## config.mk

```make
export PLATFORM = sky130hd
export DESIGN_NAME = glyph_stroke_generator_unit
export DESIGN_NICKNAME = d
export VERILOG_FILES = /design/src/rtl/core/gsg_pkg.sv /design/src/rtl/core/glyph_stroke_generator_unit.sv
export SDC_FILE = /design/constraint.sdc
export NUM_CORES = 2
export LEC_CHECK = 0
export BUFFER_PORTS_ARGS = -buffer_cell sky130_fd_sc_hd__buf_2
export CAP_MARGIN = 40
export CORE_ASPECT_RATIO = 1.2
export CORE_MARGIN = 2
export CORE_UTILIZATION = 60
export DETAILED_ROUTE_END_ITERATION = 10
export GPL_TIMING_DRIVEN = 1
export HOLD_SLACK_MARGIN = 0.08
export PLACE_DENSITY = 0.82
export SYNTH_ARGS = -nofsm -noshare
export SYNTH_HDL_FRONTEND = slang
export SYNTH_SLANG_ARGS = --single-unit
export TNS_END_PERCENT = 50
```

## constraint.sdc

```tcl
create_clock -name clk -period 19.89 [get_ports clk]
set_input_delay 4.9725 -clock clk [delete_from_list [all_inputs] [get_ports clk]]
set_output_delay 4.9725 -clock clk [all_outputs]
set_load 0.01 [all_outputs]
```

## src/rtl/core/gsg_pkg.sv

```systemverilog
// ----------------------------------------------------------------------------
// gsg_pkg
// Shared widths, register indexes and the 5x7 column font for the glyph
// stroke generator.
// ----------------------------------------------------------------------------
package gsg_pkg;

  localparam int unsigned CFG_W   = 18;  // configuration data width
  localparam int unsigned CIDX_W  = 3;   // configuration index width
  localparam int unsigned COORD_W = 18;  // bed coordinate width
  localparam int unsigned ORG_W   = 19;  // local origin width
  localparam int unsigned CELL_W  = 11;

  localparam logic [CIDX_W-1:0] REG_CELL_SIZE    = 3'd0;
  localparam logic [CIDX_W-1:0] REG_FONT_STYLE   = 3'd1;
  localparam logic [CIDX_W-1:0] REG_ROTATION     = 3'd2;
  localparam logic [CIDX_W-1:0] REG_MIRROR       = 3'd3;
  localparam logic [CIDX_W-1:0] REG_BLOCK_WIDTH  = 3'd4;
  localparam logic [CIDX_W-1:0] REG_BLOCK_HEIGHT = 3'd5;
  localparam logic [CIDX_W-1:0] REG_BED_WIDTH    = 3'd6;
  localparam logic [CIDX_W-1:0] REG_BED_HEIGHT   = 3'd7;

  localparam logic [1:0] STYLE_VECTOR  = 2'd0;
  localparam logic [1:0] STYLE_BLOCK   = 2'd1;
  localparam logic [1:0] STYLE_OUTLINE = 2'd2;
  localparam logic [1:0] STYLE_ITALIC  = 2'd3;

  localparam logic [7:0] CHAR_SPACE    = 8'h20;
  localparam logic [7:0] CHAR_QUESTION = 8'h3F;

  localparam int unsigned GLYPHS = 59;

  // Each entry holds columns 0..4 from the most significant byte down;
  // bit 0 of a column is the top row.
  localparam logic [0:GLYPHS-1][39:0] GLYPH_ROM = {
    40'h0000000000, 40'h00005F0000, 40'h0007000700, 40'h147F147F14,
    40'h242A7F2A12, 40'h2313086462, 40'h3649552250, 40'h0005030000,
    40'h001C224100, 40'h0041221C00, 40'h14083E0814, 40'h08083E0808,
    40'h0050300000, 40'h0808080808, 40'h0060600000, 40'h2010080402,
    40'h3E5149453E, 40'h00427F4000, 40'h4261514946, 40'h2141454B31,
    40'h1814127F10, 40'h2745454539, 40'h3C4A494930, 40'h0171090503,
    40'h3649494936, 40'h064949291E, 40'h0036360000, 40'h0056360000,
    40'h0814224100, 40'h1414141414, 40'h0041221408, 40'h0201510906,
    40'h324979413E, 40'h7E1111117E, 40'h7F49494936, 40'h3E41414122,
    40'h7F4141221C, 40'h7F49494941, 40'h7F09090901, 40'h3E4149497A,
    40'h7F0808087F, 40'h00417F4100, 40'h2040413F01, 40'h7F08142241,
    40'h7F40404040, 40'h7F020C027F, 40'h7F0408107F, 40'h3E4141413E,
    40'h7F09090906, 40'h3E4151215E, 40'h7F09192946, 40'h4649494931,
    40'h01017F0101, 40'h3F4040403F, 40'h1F2040201F, 40'h3F4038403F,
    40'h6314081463, 40'h0708700807, 40'h6151494543
  };

endpackage

```

## src/rtl/core/glyph_stroke_generator_unit.sv

```systemverilog
// ----------------------------------------------------------------------------
// glyph_stroke_generator_unit
// 5x7 stroke character generator: turns one character request into line or
// square shapes in clamped bed coordinates.
// ----------------------------------------------------------------------------
// A request is taken when start is high and busy is low; busy then stays high
// until the last shape of the character has been produced. A space is taken
// and gives no shapes, and busy stays low. A small sequencer first runs the
// rounding divide (S_DIV_MUL, S_DIV_FIX), then visits one font pixel per
// cycle while it is not held: column by column for the outline style, or row
// by row for the other styles, each row opened by a setup state (S_ROW) and
// scanned one column past the glyph. A copy state holds the scan for each
// copied block line, italic repeats the divide per row for the slant, and a
// final state flushes the held shape. The next request can be taken in the
// first cycle that busy is low. Shapes leave one per strobe on out_valid, one
// shape behind the scan; the final shape comes in the first idle cycle.
// Results cannot be held off by the receiver.
module glyph_stroke_generator_unit (
  input  logic                               clk,
  input  logic                               rst_n,
  input  logic                               start,
  output logic                               busy,
  input  logic [7:0]                         in_char_code,
  input  logic signed [gsg_pkg::ORG_W-1:0]   in_origin_x,
  input  logic signed [gsg_pkg::ORG_W-1:0]   in_origin_y,
  input  logic                               cfg_we,
  input  logic [gsg_pkg::CIDX_W-1:0]         cfg_index,
  input  logic [gsg_pkg::CFG_W-1:0]          cfg_data,
  output logic                               out_valid,
  output logic                               out_shape_kind,
  output logic [gsg_pkg::COORD_W-1:0]        out_start_x,
  output logic [gsg_pkg::COORD_W-1:0]        out_start_y,
  output logic [gsg_pkg::COORD_W-1:0]        out_end_x,
  output logic [gsg_pkg::COORD_W-1:0]        out_end_y,
  output logic                               out_last_shape
);

  localparam int unsigned LW = 22;  // local coordinate width
  localparam int unsigned TW = 26;  // doubled transform width
  localparam int unsigned CW = gsg_pkg::COORD_W;

  typedef enum logic [2:0] {
    S_IDLE, S_DIV_MUL, S_DIV_FIX, S_ROW, S_SCAN, S_COPY, S_OUTL, S_FLUSH
  } state_t;

  typedef struct packed {
    logic                 kind;
    logic signed [LW-1:0] x1;
    logic signed [LW-1:0] y1;
    logic signed [LW-1:0] x2;
    logic signed [LW-1:0] y2;
  } shape_t;

  typedef struct packed {
    logic [CW-1:0] x;
    logic [CW-1:0] y;
  } bed_pt_t;

  state_t               state_r, state_nxt;
  logic [10:0]          cell_r;
  logic [1:0]           style_r, rot_r;
  logic                 mir_r;
  logic [CW-1:0]        bw_r, bh_r, bedw_r, bedh_r;
  logic [4:0][6:0]      glyph_r, glyph_nxt;
  logic signed [LW-1:0] ox_r, ox_nxt, xcol_r, xcol_nxt, yrow_r, yrow_nxt;
  logic signed [LW-1:0] xstart_r, xstart_nxt;
  logic [2:0]           col_r, col_nxt, row_r, row_nxt;
  logic                 run_r, run_nxt;
  logic [8:0]           shift_r, shift_nxt;
  logic [10:0]          side_r, side_nxt;
  logic [11:0]          slant_r, slant_nxt;
  logic [18:0]          div_num_r, div_num_nxt;
  logic [34:0]          div_prod_r, div_prod_nxt;
  logic                 div_row_r, div_row_nxt;
  logic                 pend_v_r, pend_v_nxt;
  shape_t               pend_r, pend_nxt;
  logic                 out_valid_r, out_valid_nxt;
  logic                 out_kind_r, out_kind_nxt;
  logic                 out_last_r, out_last_nxt;
  bed_pt_t              out_p1_r, out_p1_nxt, out_p2_r, out_p2_nxt;

  logic                 push_v;
  shape_t               push_s;
  logic [7:0]           ch_fold;
  logic [5:0]           rom_ix;
  logic [39:0]          rom_word;
  logic [12:0]          q0;
  logic [19:0]          rem;
  logic [11:0]          q;
  logic [2:0]           col_ix;
  logic                 pix_on;
  logic signed [LW-1:0] cell_s, half_s, slant_s, side_s, shift_s, yy;
  logic [7:0]           slant_k;

  function automatic bed_pt_t to_bed(input logic signed [LW-1:0] lx,
                                     input logic signed [LW-1:0] ly);
    logic signed [TW-1:0] rx, ry, tx, ty, vx, vy, limx, limy;
    bed_pt_t p;
    rx = (TW'(lx) <<< 1) - $signed({{(TW-CW){1'b0}}, bw_r});
    ry = $signed({{(TW-CW){1'b0}}, bh_r}) - (TW'(ly) <<< 1);
    if (mir_r) begin
      rx = -rx;
    end
    case (rot_r)
      2'd1: begin tx = -ry; ty = rx;  end
      2'd2: begin tx = -rx; ty = -ry; end
      2'd3: begin tx = ry;  ty = -rx; end
      default: begin tx = rx; ty = ry; end
    endcase
    limx = $signed({{(TW-CW){1'b0}}, bedw_r});
    limy = $signed({{(TW-CW){1'b0}}, bedh_r});
    vx = limx + tx;
    vy = limy + ty;
    if (vx < 0) vx = '0;
    else if (vx > (limx <<< 1)) vx = limx <<< 1;
    if (vy < 0) vy = '0;
    else if (vy > (limy <<< 1)) vy = limy <<< 1;
    p.x = vx[CW:1];
    p.y = vy[CW:1];
    return p;
  endfunction

  assign cell_s  = $signed({{(LW-11){1'b0}}, cell_r});
  assign half_s  = $signed({{(LW-10){1'b0}}, cell_r[10:1]});
  assign slant_s = $signed({{(LW-12){1'b0}}, slant_r});
  assign side_s  = $signed({{(LW-11){1'b0}}, side_r});
  assign shift_s = $signed({{(LW-9){1'b0}}, shift_r});
  assign yy      = yrow_r + half_s;
  assign col_ix  = (col_r < 3'd5) ? col_r : 3'd0;
  assign pix_on  = (col_r < 3'd5) && glyph_r[col_ix][row_r];
  assign slant_k = 8'(3'd6 - row_r) * 8'd24;

  always_comb begin
    ch_fold = in_char_code;
    if (in_char_code >= 8'h61 && in_char_code <= 8'h7A) begin
      ch_fold = in_char_code - 8'd32;
    end
    if (ch_fold < gsg_pkg::CHAR_SPACE || ch_fold > 8'h5A) begin
      ch_fold = gsg_pkg::CHAR_QUESTION;
    end
    rom_ix   = 6'(ch_fold - gsg_pkg::CHAR_SPACE);
    rom_word = gsg_pkg::GLYPH_ROM[rom_ix];
  end

  // Division by 100: the reciprocal product is at most one short.
  always_comb begin
    q0  = div_prod_r[34:22];
    rem = {1'b0, div_num_r} - 20'(q0) * 20'd100;
    q   = (rem >= 20'd100) ? 12'(q0 + 13'd1) : q0[11:0];
  end

  always_comb begin
    state_nxt    = state_r;
    glyph_nxt    = glyph_r;
    ox_nxt       = ox_r;
    xcol_nxt     = xcol_r;
    yrow_nxt     = yrow_r;
    xstart_nxt   = xstart_r;
    col_nxt      = col_r;
    row_nxt      = row_r;
    run_nxt      = run_r;
    shift_nxt    = shift_r;
    side_nxt     = side_r;
    slant_nxt    = slant_r;
    div_num_nxt  = div_num_r;
    div_prod_nxt = div_prod_r;
    div_row_nxt  = div_row_r;
    pend_v_nxt   = pend_v_r;
    pend_nxt     = pend_r;
    out_valid_nxt = 1'b0;
    out_kind_nxt = out_kind_r;
    out_last_nxt = 1'b0;
    out_p1_nxt   = out_p1_r;
    out_p2_nxt   = out_p2_r;
    push_v       = 1'b0;
    push_s       = pend_r;

    case (state_r)
      S_IDLE: begin
        if (start && in_char_code != gsg_pkg::CHAR_SPACE) begin
          for (int i = 0; i < 5; i++) begin
            glyph_nxt[i] = rom_word[38-8*i -: 7];
          end
          ox_nxt   = LW'(in_origin_x);
          xcol_nxt = LW'(in_origin_x);
          yrow_nxt = LW'(in_origin_y);
          col_nxt  = '0;
          row_nxt  = '0;
          run_nxt  = 1'b0;
          div_row_nxt = 1'b0;
          div_num_nxt = (style_r == gsg_pkg::STYLE_OUTLINE)
                      ? 19'(cell_r) * 19'd82 + 19'd50
                      : 19'(cell_r) * 19'd16 + 19'd50;
          state_nxt = S_DIV_MUL;
        end
      end
      S_DIV_MUL: begin
        div_prod_nxt = div_num_r * 16'd41943;
        state_nxt    = S_DIV_FIX;
      end
      S_DIV_FIX: begin
        if (div_row_r) begin
          slant_nxt = q;
          state_nxt = S_SCAN;
        end else begin
          side_nxt  = q[10:0];
          shift_nxt = (style_r == gsg_pkg::STYLE_BLOCK) ? q[8:0] : '0;
          state_nxt = (style_r == gsg_pkg::STYLE_OUTLINE) ? S_OUTL : S_ROW;
        end
      end
      S_ROW: begin
        col_nxt  = '0;
        run_nxt  = 1'b0;
        xcol_nxt = ox_r;
        if (style_r == gsg_pkg::STYLE_ITALIC) begin
          div_num_nxt = 19'(slant_k) * 19'(cell_r) + 19'd50;
          div_row_nxt = 1'b1;
          state_nxt   = S_DIV_MUL;
        end else begin
          slant_nxt = '0;
          state_nxt = S_SCAN;
        end
      end
      S_SCAN: begin
        col_nxt  = col_r + 3'd1;
        xcol_nxt = xcol_r + cell_s;
        if (pix_on && !run_r) begin
          run_nxt    = 1'b1;
          xstart_nxt = xcol_r;
        end else if (!pix_on && run_r) begin
          run_nxt     = 1'b0;
          push_v      = 1'b1;
          push_s.kind = 1'b0;
          push_s.x1   = xstart_r + slant_s;
          push_s.x2   = xcol_r + slant_s;
          push_s.y1   = yy;
          push_s.y2   = yy;
        end
        if (push_v && shift_r != '0) begin
          state_nxt = S_COPY;
        end else if (col_r == 3'd5) begin
          row_nxt  = row_r + 3'd1;
          yrow_nxt = yrow_r + cell_s;
          state_nxt = (row_r == 3'd6) ? S_FLUSH : S_ROW;
        end
      end
      S_COPY: begin
        push_v    = 1'b1;
        push_s.y1 = pend_r.y1 + shift_s;
        push_s.y2 = pend_r.y2 + shift_s;
        if (col_r == 3'd6) begin
          row_nxt  = row_r + 3'd1;
          yrow_nxt = yrow_r + cell_s;
          state_nxt = (row_r == 3'd6) ? S_FLUSH : S_ROW;
        end else begin
          state_nxt = S_SCAN;
        end
      end
      S_OUTL: begin
        if (glyph_r[col_ix][row_r]) begin
          push_v      = 1'b1;
          push_s.kind = 1'b1;
          push_s.x1   = xcol_r;
          push_s.y1   = yrow_r;
          push_s.x2   = xcol_r + side_s;
          push_s.y2   = yrow_r + side_s;
        end
        if (row_r == 3'd6) begin
          row_nxt  = '0;
          yrow_nxt = yrow_r - 22'(6) * cell_s;
          col_nxt  = col_r + 3'd1;
          xcol_nxt = xcol_r + cell_s;
          if (col_r == 3'd4) begin
            state_nxt = S_FLUSH;
          end
        end else begin
          row_nxt  = row_r + 3'd1;
          yrow_nxt = yrow_r + cell_s;
        end
      end
      S_FLUSH: begin
        if (pend_v_r) begin
          out_valid_nxt = 1'b1;
          out_last_nxt  = 1'b1;
          out_kind_nxt  = pend_r.kind;
          out_p1_nxt    = to_bed(pend_r.x1, pend_r.y1);
          out_p2_nxt    = to_bed(pend_r.x2, pend_r.y2);
        end
        pend_v_nxt = 1'b0;
        state_nxt  = S_IDLE;
      end
      default: begin
        state_nxt = S_IDLE;
      end
    endcase

    // One shape is held back so that the final one can carry the last flag.
    if (push_v) begin
      if (pend_v_r) begin
        out_valid_nxt = 1'b1;
        out_kind_nxt  = pend_r.kind;
        out_p1_nxt    = to_bed(pend_r.x1, pend_r.y1);
        out_p2_nxt    = to_bed(pend_r.x2, pend_r.y2);
      end
      pend_v_nxt = 1'b1;
      pend_nxt   = push_s;
    end
  end

  always_ff @(posedge clk) begin
    if (!rst_n) begin
      state_r     <= S_IDLE;
      pend_v_r    <= 1'b0;
      out_valid_r <= 1'b0;
      out_last_r  <= 1'b0;
      cell_r      <= 11'd658;
      style_r     <= gsg_pkg::STYLE_VECTOR;
      rot_r       <= '0;
      mir_r       <= 1'b0;
      bw_r        <= '0;
      bh_r        <= '0;
      bedw_r      <= 18'd51200;
      bedh_r      <= 18'd51200;
    end else begin
      state_r     <= state_nxt;
      pend_v_r    <= pend_v_nxt;
      out_valid_r <= out_valid_nxt;
      out_last_r  <= out_last_nxt;
      if (cfg_we) begin
        case (cfg_index)
          gsg_pkg::REG_CELL_SIZE:    cell_r  <= cfg_data[10:0];
          gsg_pkg::REG_FONT_STYLE:   style_r <= cfg_data[1:0];
          gsg_pkg::REG_ROTATION:     rot_r   <= cfg_data[1:0];
          gsg_pkg::REG_MIRROR:       mir_r   <= cfg_data[0];
          gsg_pkg::REG_BLOCK_WIDTH:  bw_r    <= cfg_data;
          gsg_pkg::REG_BLOCK_HEIGHT: bh_r    <= cfg_data;
          gsg_pkg::REG_BED_WIDTH:    bedw_r  <= cfg_data;
          gsg_pkg::REG_BED_HEIGHT:   bedh_r  <= cfg_data;
          default: ;
        endcase
      end
    end
    glyph_r    <= glyph_nxt;
    ox_r       <= ox_nxt;
    xcol_r     <= xcol_nxt;
    yrow_r     <= yrow_nxt;
    xstart_r   <= xstart_nxt;
    col_r      <= col_nxt;
    row_r      <= row_nxt;
    run_r      <= run_nxt;
    shift_r    <= shift_nxt;
    side_r     <= side_nxt;
    slant_r    <= slant_nxt;
    div_num_r  <= div_num_nxt;
    div_prod_r <= div_prod_nxt;
    div_row_r  <= div_row_nxt;
    pend_r     <= pend_nxt;
    out_kind_r <= out_kind_nxt;
    out_p1_r   <= out_p1_nxt;
    out_p2_r   <= out_p2_nxt;
  end

  assign busy           = (state_r != S_IDLE);
  assign out_valid      = out_valid_r;
  assign out_shape_kind = out_kind_r;
  assign out_start_x    = out_p1_r.x;
  assign out_start_y    = out_p1_r.y;
  assign out_end_x      = out_p2_r.x;
  assign out_end_y      = out_p2_r.y;
  assign out_last_shape = out_last_r;

endmodule

```

==> out/qor.csv <==
stage;metric;value;unit
timing;Worst-Margin Slew;1.11;ns
global_routing;GR Overflow Total;0;
flow_run;max-cap violation count;0;
critical_path;CP max-delay cell;a21oi_1;
critical_path;Largest stage delay, worst path;0.80;ns
placement;Port Buffers;146;
synth;distinct cell type count after synthesis;107;
cts;Sink Count;447;
global_routing;global route hottest layer;met2;
floorplan;Die Footprint;0.0934;mm2
synth;Syn Nets;7437;
synth;synthesized flop and latch total;447;
global_routing;first-pass GRT wire length;297000;um
critical_path;critical path required time;20.23;ns
route;DRT antenna net count;0;
final_layout;nets@finish;7456;
synth;Yosys warning total;0;
status;status;finished clean;
synth;synthesized cell area;0.0546;mm2
synth;mean post-synth cell area;8.33;um2
critical_path;crit path DAT;9.82;ns
final_layout;filler instances;7647;
timing;final setup TNS;0;ns
global_routing;largest net degree at the start of global routing;91;
cts;setup bufs post-CTS;0;
synth;Seq/Total Area, Yosys;22.9;%
route;DR iter-0 viols;5050;
critical_path;crit path kind;reg2reg;
timing;minimum clock period;9.48;ns
route;drt total wl;196000;um
global_routing;met2 Track Usage GR;69.4;%
power;worst IR drop on VDD;775;uV
synth;synth cell count leaders;nand2_1, ha_1, inv_1;
final_layout;area delta synth->final;6.91;%
cts;H-tree depth;2;
placement;routability cong.;1.12;
power;pwr dens;189;mW/mm2
global_routing;vias in the first global route;50700;
global_routing;initial antenna violation count;4;
cts;Worst-Skew Late Latency;0.65;ns
final_layout;register area;0.0125;mm2
timing;Final Hold Viols;0;
power;leakage power;24.0;nW
synth;top post-synthesis cells by area;edfxtp_1, ha_1, fa_1, nand2_1, xnor2_1;
global_routing;met1 Use GR;45.4;%
power;Design Power;11.0;mW
route;vias per cell;6.68;
synth;post-synth top area share;19.4;%
route;Vias;52000;
route;average wire per standard cell;25.2;um
floorplan;boundary pin count;147;
timing;RSZ-0062 raised after global routing;no;
timing;Fmax;105;MHz
cts;CTS Buf Count;50;
placement;hpwl dp;154000;um
critical_path;Critical Path End Type;flop;
cts;post-cts sizing count;0;
floorplan;overall die width;279;um
synth;Syn Inst Count;6552;
floorplan;cell row count;121;
cts;# hold bufs at CTS;0;
final_layout;fin cells;7786;
global_routing;global routing usage on met3;6.35;%
synth;Post-synth EDFFs;353;
final_layout;share of layout cells above drive strength 1;7.56;%
global_routing;Total Routing Usage GR;41.3;%
final_layout;footprint of the multi-input gates;0.0391;mm2
cts;TritonCTS clock tree;yes;
timing;Setup Viol. Count Final;0;
cts;root buffer cell;clkbuf_16;
worst_hold_path;HP Class;reg2reg;
route;DR pass1 iterations;7;
floorplan;die span in y;334;um
synth;most used flip-flop cell after synthesis;edfxtp_1;
timing;Slew Limit Fails;0;
floorplan;starting density of the core;60.4;%
route;DRC Markers;0;
cts;deepest clock path buffer count;3;
synth;leading area contributor after synthesis;edfxtp_1;
placement;Inst Count DP;7683;
synth;top-count cell post-synth;nand2_1;
timing;slew margin rel.;25.3;%
timing;clk_skew;0.0176;ns
critical_path;CP max FO;16;
synth;async set-reset flop share out of synthesis;0;%
timing;Tcrit/Tclk final;47.7;%
critical_path;Top cell by count, worst path;o21ai_0;
floorplan;core area;0.0904;mm2
critical_path;Startpoint Class;flop;
cts;Reg clk slew, reported paths;0.06;ns
## kinds of logic (layout without fill, tap and decap cells)
group           after synthesis  count (layout)  share of synthesized area [%]
flops                       447             447                           22.9
compound gates             1857            1857                           22.7
other cells                   0               6                              0
fa+ha+maj                   814             814                           21.1
xor+xnor                    429             429                           6.88
mux                          96              96                           2.39
simple gates               2105            2105                           18.4
buf+inv                     804             864                           5.66
## layout by cell type, fill, tap and decap left out, types with 47 or more instances in the layout
| master | instances |
|---|---|
| edfxtp_1 | 353 |
| nor3_1 | 147 |
| nor2_1 | 444 |
| o221ai_1 | 51 |
| fa_1 | 177 |
| o21ai_0 | 366 |
| clkbuf_16 | 50 |
| xnor2_1 | 299 |
| and3_1 | 60 |
| xor2_1 | 130 |
| a21boi_0 | 114 |
| buf_4 | 104 |
| buf_2 | 156 |
| nand2b_1 | 73 |
| or3_1 | 47 |
| and2_1 | 57 |
| a22oi_1 | 47 |
| o211ai_1 | 118 |
| nand3_1 | 163 |
| a211oi_1 | 76 |
| o21bai_1 | 66 |
| mux2i_1 | 53 |
| a21oi_1 | 415 |
| nand4_1 | 65 |
| a31oi_1 | 64 |
| nand2_1 | 766 |
| o21a_1 | 67 |
| a21o_1 | 102 |
| ha_1 | 637 |
| nor2b_1 | 73 |
| inv_1 | 493 |
| dfxtp_1 | 91 |
## area by class of cell
class	instances	area share, %
Timing Repair Buffer	271	2.98
Multi-Input combinational cell	5301	67.1
Clock buffer	63	2.26
Tap cell	1168	2.50
Inverter	500	3.22
Clock inverter	30	0.532
Antenna cell	6	0.0257
Sequential cell	447	21.4
## layer usage
layer,up-vias,part of all wire (%),routed length (um)
met5,-,0.011,21
met4,4,11,21000
li1,23900,-,-
met3,771,7.2,14100
met2,2544,47,91300
met1,24800,36,69800
## final timing paths
kind	startpoint	endpoint	slack, ns	cells after the start
min	bw_r[8]	bw_r[8]	0.46	2
min reg2reg	bw_r[8]	bw_r[8]	0.46	2
max	bw_r[0]	flop	10.41	29
max reg2reg	bw_r[0]	flop	10.41	29
## power breakdown
part | leakage, nW | internal, mW | switching (mW)
logic | 19.2 | 3.52 | 4.89
registers | 4.03 | 1.42 | 0.267
clock network | 0.783 | 0.516 | 0.434
total | 24.0 | 5.46 | 5.59
## stage by stage
stage | hold WS (ns) | setup WS [ns] | instance area, um2 | util [%]
detailed placement | 0.456 | 10.04 | 56700 | 62.7
global placement | 0.455 | 10.15 | 56400 | 62.4
floorplan | 0.424 | 11.47 | 54600 | -
CTS | 0.465 | 10.71 | 58300 | 64.5
global route | 0.487 | 9.97 | 58300 | 64.5
finish | 0.461 | 10.41 | 58400 | 64.6
## critical path: cells and delay by family, from the launching register on
kind	cells	cell delay, ns
xor+xnor	3	0.76
compound gates	15	3.96
simple gates	7	2.46
fa+ha+maj	3	1.27
flops	1	0.48
buf+inv	1	0.22
(Power assumes the default switching activity.)
